### src/rtl/abd_pkg.sv
package abd_pkg;

  // Mixing table geometry
  localparam int unsigned TblDepth = 256;
  localparam int unsigned TblAw    = 8;
  localparam int unsigned WordW    = 32;

  // Table generator: x = (x * 125 + 3) mod 0x2AAAAB
  localparam int unsigned LcgW = 22;
  localparam int unsigned AccW = 29;
  localparam logic [LcgW-1:0] LcgSeed = 22'h100001;
  localparam logic [LcgW-1:0] LcgMod  = 22'h2AAAAB;
  localparam logic [6:0]      LcgMul  = 7'd125;
  localparam logic [1:0]      LcgInc  = 2'd3;

  // Quotient estimate: 3 * mod is 2^23 + 1, so (3 * acc) >> 23 is q or q + 1
  localparam int unsigned LcgQSh = 23;
  localparam int unsigned QW     = 8;

  // Generator sequencing: ten values per table index, bank four holds the last two
  localparam logic [3:0] HiStep    = 4'd8;
  localparam logic [3:0] LastStep  = 4'd9;
  localparam logic [1:0] PhMul     = 2'd0;
  localparam logic [1:0] PhQuot    = 2'd1;
  localparam logic [1:0] LastPhase = 2'd2;
  localparam logic [TblAw-1:0] LastIdx = 8'hFF;

  // Cipher constants
  localparam logic [WordW-1:0] MixInit = 32'hEEEEEEEE;
  localparam logic [WordW-1:0] KeyAdd  = 32'h11111111;
  localparam logic [1:0]       MixInc  = 2'd3;

  // Table write request from the fill sequencer
  typedef struct packed {
    logic             we;
    logic [TblAw-1:0] addr;
    logic [WordW-1:0] data;
  } tbl_wr_t;

  // Running key step
  function automatic logic [WordW-1:0] key_step(input logic [WordW-1:0] key);
    key_step = (key >> 11) | ((~key << 21) + KeyAdd);
  endfunction

endpackage

### src/rtl/abd_table_fill.sv
module abd_table_fill (
  input  logic             clk,
  input  logic             rst_n,
  output abd_pkg::tbl_wr_t wr,
  output logic             busy
);

  logic                         busy_r;
  logic [abd_pkg::TblAw-1:0]    idx_r;
  logic [3:0]                   step_r;
  logic [1:0]                   ph_r;
  logic [abd_pkg::LcgW-1:0]     x_r;
  logic [abd_pkg::AccW-1:0]     acc_r;
  logic [abd_pkg::AccW-1:0]     qm_r;
  logic [15:0]                  hi_r;

  logic [abd_pkg::AccW-1:0]     acc_nxt;
  logic [abd_pkg::AccW+1:0]     acc_x3;
  logic [abd_pkg::QW-1:0]       q_est;
  logic [abd_pkg::AccW-1:0]     qm_nxt;
  logic [abd_pkg::AccW-1:0]     diff;
  logic [abd_pkg::AccW-1:0]     red;
  logic                         step_done;

  // Multiply, estimate the quotient, then subtract and correct by one modulus
  always_comb begin
    acc_nxt = abd_pkg::AccW'(x_r) * abd_pkg::AccW'(abd_pkg::LcgMul)
            + abd_pkg::AccW'(abd_pkg::LcgInc);
    acc_x3  = {1'b0, acc_r, 1'b0} + {2'b00, acc_r};
    q_est   = acc_x3[abd_pkg::AccW+1:abd_pkg::LcgQSh];
    qm_nxt  = abd_pkg::AccW'(q_est) * abd_pkg::AccW'(abd_pkg::LcgMod);
    diff    = acc_r - qm_r;
    red     = (acc_r < qm_r) ? (diff + abd_pkg::AccW'(abd_pkg::LcgMod)) : diff;
    step_done = busy_r && (ph_r == abd_pkg::LastPhase);
  end

  // Write bank-four word once its low half is known
  always_comb begin
    wr.we   = step_done && (step_r == abd_pkg::LastStep);
    wr.addr = idx_r;
    wr.data = {hi_r, red[15:0]};
    busy    = busy_r;
  end

  // Advance the sequencer
  always_ff @(posedge clk) begin
    if (!rst_n) begin
      busy_r <= 1'b1;
      idx_r  <= '0;
      step_r <= '0;
      ph_r   <= abd_pkg::PhMul;
      x_r    <= abd_pkg::LcgSeed;
    end else if (busy_r) begin
      if (step_done) begin
        ph_r <= abd_pkg::PhMul;
        x_r  <= red[abd_pkg::LcgW-1:0];
        if (step_r == abd_pkg::LastStep) begin
          step_r <= '0;
          idx_r  <= idx_r + 8'd1;
          if (idx_r == abd_pkg::LastIdx) begin
            busy_r <= 1'b0;
          end
        end else begin
          step_r <= step_r + 4'd1;
        end
      end else begin
        ph_r <= ph_r + 2'd1;
      end
    end
  end

  // Hold working values
  always_ff @(posedge clk) begin
    if (busy_r) begin
      if (ph_r == abd_pkg::PhMul) begin
        acc_r <= acc_nxt;
      end
      if (ph_r == abd_pkg::PhQuot) begin
        qm_r <= qm_nxt;
      end
      if (step_done && (step_r == abd_pkg::HiStep)) begin
        hi_r <= red[15:0];
      end
    end
  end

endmodule

### config.mk
export PLATFORM = sky130hd
export DESIGN_NAME = abd_table_fill
export DESIGN_NICKNAME = d
export VERILOG_FILES = /design/src/rtl/abd_pkg.sv /design/src/rtl/abd_table_fill.sv
export SDC_FILE = /design/constraint.sdc
export NUM_CORES = 1
export LEC_CHECK = 0
export ABC_AREA = 1
export BUFFER_PORTS_ARGS = -buffer_cell sky130_fd_sc_hd__buf_2
export CORE_ASPECT_RATIO = 1.1
export CORE_UTILIZATION = 38
export CTS_CLUSTER_SIZE = 24
export DETAILED_ROUTE_END_ITERATION = 7
export GPL_TIMING_DRIVEN = 0
export PLACE_DENSITY = 0.58
export SYNTH_ARGS = -nofsm -noshare
export SYNTH_HDL_FRONTEND = slang
export SYNTH_SLANG_ARGS = --single-unit
### constraint.sdc
create_clock -name clk -period 15.8 [get_ports clk]
set_input_delay 1.58 -clock clk [delete_from_list [all_inputs] [get_ports clk]]
set_output_delay 1.58 -clock clk [all_outputs]
set_load 0.01 [all_outputs]
== Word-level counts from Yosys, hierarchy flattened ==
Index checks and enable logic that the tools add are counted.
Cells by class
  add/subtract/negate cells: 7
  $mul: 2
  magnitude comparators: 1
  equal/unequal tests: 5
  mux-type cells: 7
  reduce and logical (&&, ||, !) cells: 9
Operators with widths (count)
  adder 30 x 29 -> 31 bit: 1
  adder 29 x 2 -> 29 bit, second input constant: 1
  less-than comparator 29 bit: 1
  multiplier 22 x 7 -> 29 bit, second input constant: 1
  multiplier 8 x 22 -> 29 bit, second input constant: 1
  adder 22 bit, second input constant: 1
  2-to-1 mux 22 bit: 1
  subtractor 22 bit: 1
  adder 8 x 1 -> 8 bit, second input constant: 1
  equality test 4 bit, second input constant: 2
  equality test 8 bit, second input constant: 1
  AND reduction 2 bit: 4
  adder 4 x 1 -> 4 bit, second input constant: 1
  2-to-1 mux 1 bit: 4
  2-to-1 mux 4 bit: 1
  logical AND 1 bit: 3
  AND reduction 3 bit: 1
  adder 2 x 1 -> 2 bit, second input constant: 1
  equality test 2 x 1 -> 1 bit, second input constant: 1
  equality test 2 bit, second input constant: 1
  zero test 2 bit: 1
  2-to-1 mux 2 bit: 1
Storage, ports and cells
  register bits: 111
  input bits: 2
  output and inout bits: 42
  word-level logic and storage cells: 39

== Logic depth before layout (Yosys ltp) ==
  word-level depth: 5
  gate-level depth with buffers: 34
  depth with buffers taken out: 34

== Worst setup path before layout ==
OpenSTA, ideal clock, no wires.
  path kind: reg-to-reg
  start point: reg acc_r[15] in the netlist's numbering
  end point: reg qm_r[26] in the netlist's numbering (data pin)
  library setup time: 0.265 ns
  arrival time: 5.410 ns
  data required time: 15.535 ns
  path slack: 10.125 ns
  stages on the path, launching flop included: 29
  buffers on the path: 0
  period minus slack after synthesis: 5.675 ns
  cell sequence: edfxtp_1 > ha_1 > nand2_1 > nand2_1 > o21bai_1 > a21oi_1 > nor2_1 > a2111oi_0 > nand2_1 > nand2_1 > nand3_1 > nand2_1 > nand2_1 > ha_1 > inv_1 > fa_1 > fa_1 > fa_1 > inv_1 > ha_1 > a21oi_1 > inv_1 > a31oi_1 > o21ai_1 > a21boi_0 > o21ai_2 > a21oi_1 > o21ai_0 > xor2_1
On the way
  longest elaborated chain between the ends: 2
RTL lines
  from (decl): RTL line abd_table_fill.sv:13  | logic [abd_pkg::AccW-1:0] acc_r;
  from (signal assigned): RTL line abd_table_fill.sv:76  | acc_r <= acc_nxt;
  adder 30 x 29 -> 31 bit: RTL line abd_table_fill.sv:29  | acc_x3 = {1'b0, acc_r, 1'b0} + {2'b00, acc_r};
  multiplier 8 x 22 -> 29 bit: RTL line abd_table_fill.sv:31  | qm_nxt = abd_pkg::AccW'(q_est) * abd_pkg::AccW'(abd_pkg::LcgMod);
  named net qm_nxt, one bit: RTL line abd_table_fill.sv:20  | logic [abd_pkg::AccW-1:0] qm_nxt;
  to (signal assigned): RTL line abd_table_fill.sv:79  | qm_r <= qm_nxt;
  to (decl): RTL line abd_table_fill.sv:14  | logic [abd_pkg::AccW-1:0] qm_r;
The timed path passes the listed nets, and every way through them passes these cells.
A chain may end at the register's enable or synchronous reset.

== Final worst setup path ==
  start point: reg acc_r[9] in the netlist's numbering
  end point: reg qm_r[26] in the netlist's numbering (data pin)
The elaborated chain is that of the path after synthesis.

==> tab_implementation.tex <==
\begin{tabular}{lr}
\hline
Metric & Value \\
\hline
\multicolumn{2}{l}{\textbf{Clock network}} \\
Post CTS Setup Buffer Count & 0 \\
Resize count post-CTS & 0 \\
CTS Root Cell & clkbuf\_16 \\
Clock-pin transition on the worst setup and hold timing paths & about 0.080 ns \\
CTS tree & yes \\
Clock latency of the later-clocked register in the worst-skew pair & around 0.37 ns \\
Number of buffers created by CTS & 9 \\
Number of buffers on the longest clock path & 2 \\
Total clock sinks & 111 \\
H-tree lvl count & 3 \\
Hold buffers post-CTS & 0 \\
\multicolumn{2}{l}{\textbf{Route}} \\
Routed WL & slightly below 30000 µm \\
First-pass DRT Iterations & 5 \\
DRC violation count after routing & 0 \\
Post-detailed-route count of antenna-violating nets & 0 \\
Wire length per cell after detailed routing & 14.3 µm \\
Avg Vias per Cell & between 4 and 5 \\
Initial DRC Count & between 400 and 500 \\
Via count of the routed design & 9985 \\
\multicolumn{2}{l}{\textbf{Floorplanning}} \\
Number of top-level design ports & between 40 and 50 \\
Starting density of the core & about two fifths \\
Die Footprint & approximately 34000 µm² \\
Vert. Die Dim & 193 µm \\
Core Rows & 69 \\
Horizontal extent of the die & 176 µm \\
Floorplan Core Area & between 30000 and 40000 µm² \\
\multicolumn{2}{l}{\textbf{Yosys}} \\
Post-synth EDFFs & 74 \\
Fraction of registers with async set/reset & 0\% \\
Number of storage elements in the synthesis netlist & 111 \\
Total nets after synthesis & around 1800 \\
Dominant register cell in the synthesized netlist & edfxtp\_1 \\
Fraction of the yosys area taken by sequential cells & a little under a quarter \\
Syn. warnings & 0 \\
Average cell area after synthesis & between 8 and 9 µm² \\
Mapped Cells & 1532 \\
Synth unique cells & 52 \\
Cell area after technology mapping & 12600 µm² \\
\multicolumn{2}{l}{\textbf{Global routing}} \\
Maximum number of pins on one net before global-route repair & 30 \\
Vias in the first global route & just under 10000 \\
Global-route congestion overflow total & 0 \\
Overall routing resource usage & between 15 and 20\% \\
First-pass GRT wire length & roughly 48000 µm \\
Number of antenna violations at the first check in global routing & 0 \\
\multicolumn{2}{l}{\textbf{Place}} \\
DPL Wire Length & around 25000 µm \\
Buffers added on ports & 43 \\
Routability cong. & 0.901 \\
Post-place setup slack & 9.25 ns \\
\multicolumn{2}{l}{\textbf{Cells and area}} \\
Number of antenna repair diodes & 0 \\
Final layout net count & around 1900 \\
Synthesis-to-finish area growth & 8.70\% \\
Most common library cell in the layout ignoring fill and taps & nand2\_1 \\
Fillers & roughly 3300 \\
Leading cell types in the layout, fill and taps excluded & nand2\_1 (305), inv\_1 (250), ha\_1 (173) \\
Share of final-layout standard cells stronger than drive strength 1 & $\sim$8.2\% \\
\multicolumn{2}{l}{\textbf{Hold path}} \\
Worst hold path type & reg -> reg \\
WHS Path Cells & 2 \\
Hold path startpoint & ph\_r[1] \\
Hold Crit Endpoint & ph\_r[1] \\
\multicolumn{2}{l}{\textbf{Timing}} \\
Finish-stage setup viols & 0 \\
Smallest setup slack after layout & roughly 9.3 ns \\
Worst slew pin tran & $\sim$1.1 ns \\
Normalized max-slew margin & around a quarter \\
Unrepaired setup endpoints after global routing & no \\
Worst clock skew on the final layout & 0.0176 ns \\
Fin crit period & $\sim$6.5 ns \\
Hold Vio Cnt, Final & 0 \\
Period utilization & 41.3\% \\
Setup TNS & 0 ns \\
Fmax & roughly 150 MHz \\
Total count of max-transition violations in the final report & 0 \\
\multicolumn{2}{l}{\textbf{Setup path}} \\
Crit path max-delay family & adder cells \\
RR Startpoint & acc\_r[9] \\
Crit path max-delay cell type & fa\_1 \\
Worst path buffer plus inverter count & 3 \\
Minimum setup slack among reg-to-reg paths & around 9.3 ns \\
Delay of the slowest critical-path stage & approximately 0.56 ns \\
Endpoint arrival time on the critical path & $\sim$6.7 ns \\
Crit start category & flip-flop \\
Required arrival time at the worst endpoint & approximately 16 ns \\
Endpoint of the lowest-slack register-to-register path & qm\_r[26] \\
Maximum fanout count along the critical path & 6 \\
Crit Path Class & reg -> reg \\
Capturing element type of the critical path & flip-flop \\
Worst r2r path cells & 27 \\
\multicolumn{2}{l}{\textbf{Run status}} \\
Run status & finished clean \\
\multicolumn{2}{l}{\textbf{Flow run}} \\
Maximum capacitance violations & 0 \\
\hline
\end{tabular}
## how the worst max path moves through the flow
| stage | cells after the start | start | to |
|---|---|---|---|
| after global routing | 27 | acc_r[9] | qm_r[26] |
| final | 27 | acc_r[9] | qm_r[26] |
| after detailed placement | 27 | acc_r[9] | qm_r[26] |
| after CTS | 27 | acc_r[9] | qm_r[26] |
| after floorplan | 28 | acc_r[15] | qm_r[26] |
| after global placement | 27 | acc_r[9] | qm_r[26] |
## sequential cells by signal, summed over array words and instances (netlist names)
register  cells
acc_r        29
busy          1
hi_r         16
idx_r         8
ph_r          2
qm_r         29
step_r        4
x_r          22
## cell usage after synthesis (all sizes together) (6+ instances only)
cell	n	area share (%)
nand2	323	10
inv	254	7.6
ha	173	17
nor2	124	3.9
a21oi	115	4.7
fa	97	15
nand3	75	3.3
edfxtp	74	18
o21ai	64	2.6
xor2	60	4.2
dfxtp	37	5.9
nand4	21	1.0
buf	19	1.1
xnor2	19	1.4
nor3	13	0.60
a31oi	9	0.45
clkbuf	7	0.21
o21bai	6	0.36
## layout make-up
type,instances,area (µm²),area share [%]
flip-flops and latches,111,2960,21.6
repair buffers,46,245,1.79
inverters,255,960,6.99
plain buffers,26,171,1.25
well taps,426,533,3.88
clock inverters,7,83.8,0.611
multi-input cells,1140,8550,62.3
clock buffers,9,225,1.64
## routing by layer
metal  up-vias  GRT usage (%)  part of all wire (%)
li1       5139              -                     -
met1      4682           23.3                    48
met2       138           30.5                    48
met3        26           1.69                   2.0
met4         0           4.67                   2.0
met5         -              0                     0
## tightest hold or removal path: stages, from the launching register on
cell and delay [ns]:
dfxtp_1 0.34, nand2_1 0.07, a21oi_1 0.06
## cells by family (layout without fill, tap and decap cells)
family                   count (synthesis)  after routing  share of synthesized area, %
AO/OA/AOI/OAI                          223            223                          9.94
XOR/XNOR                                79             79                          5.60
adder cells (fa/ha/maj)                270            270                          32.5
buffers and inverters                  281            343                          8.95
flip-flops                             111            111                          23.5
AND/OR/NAND/NOR                        568            568                          19.5
## stage by stage
step | utilization [%] | area (µm²) | hold WS, ns | cells
CTS | 42.2 | 13700 | 0.504 | 2020
global placement | 41.1 | 13400 | 0.467 | 2001
detailed placement | 41.2 | 13400 | 0.492 | 2004
floorplan | - | 12600 | 0.451 | 1532
finish | 42.2 | 13700 | 0.501 | 2020
global route | 42.2 | 13700 | 0.530 | 2020
Power is left out: the tool's default activity adds up to more than one toggle a clock period on the data nets, which glitch-free logic cannot reach.
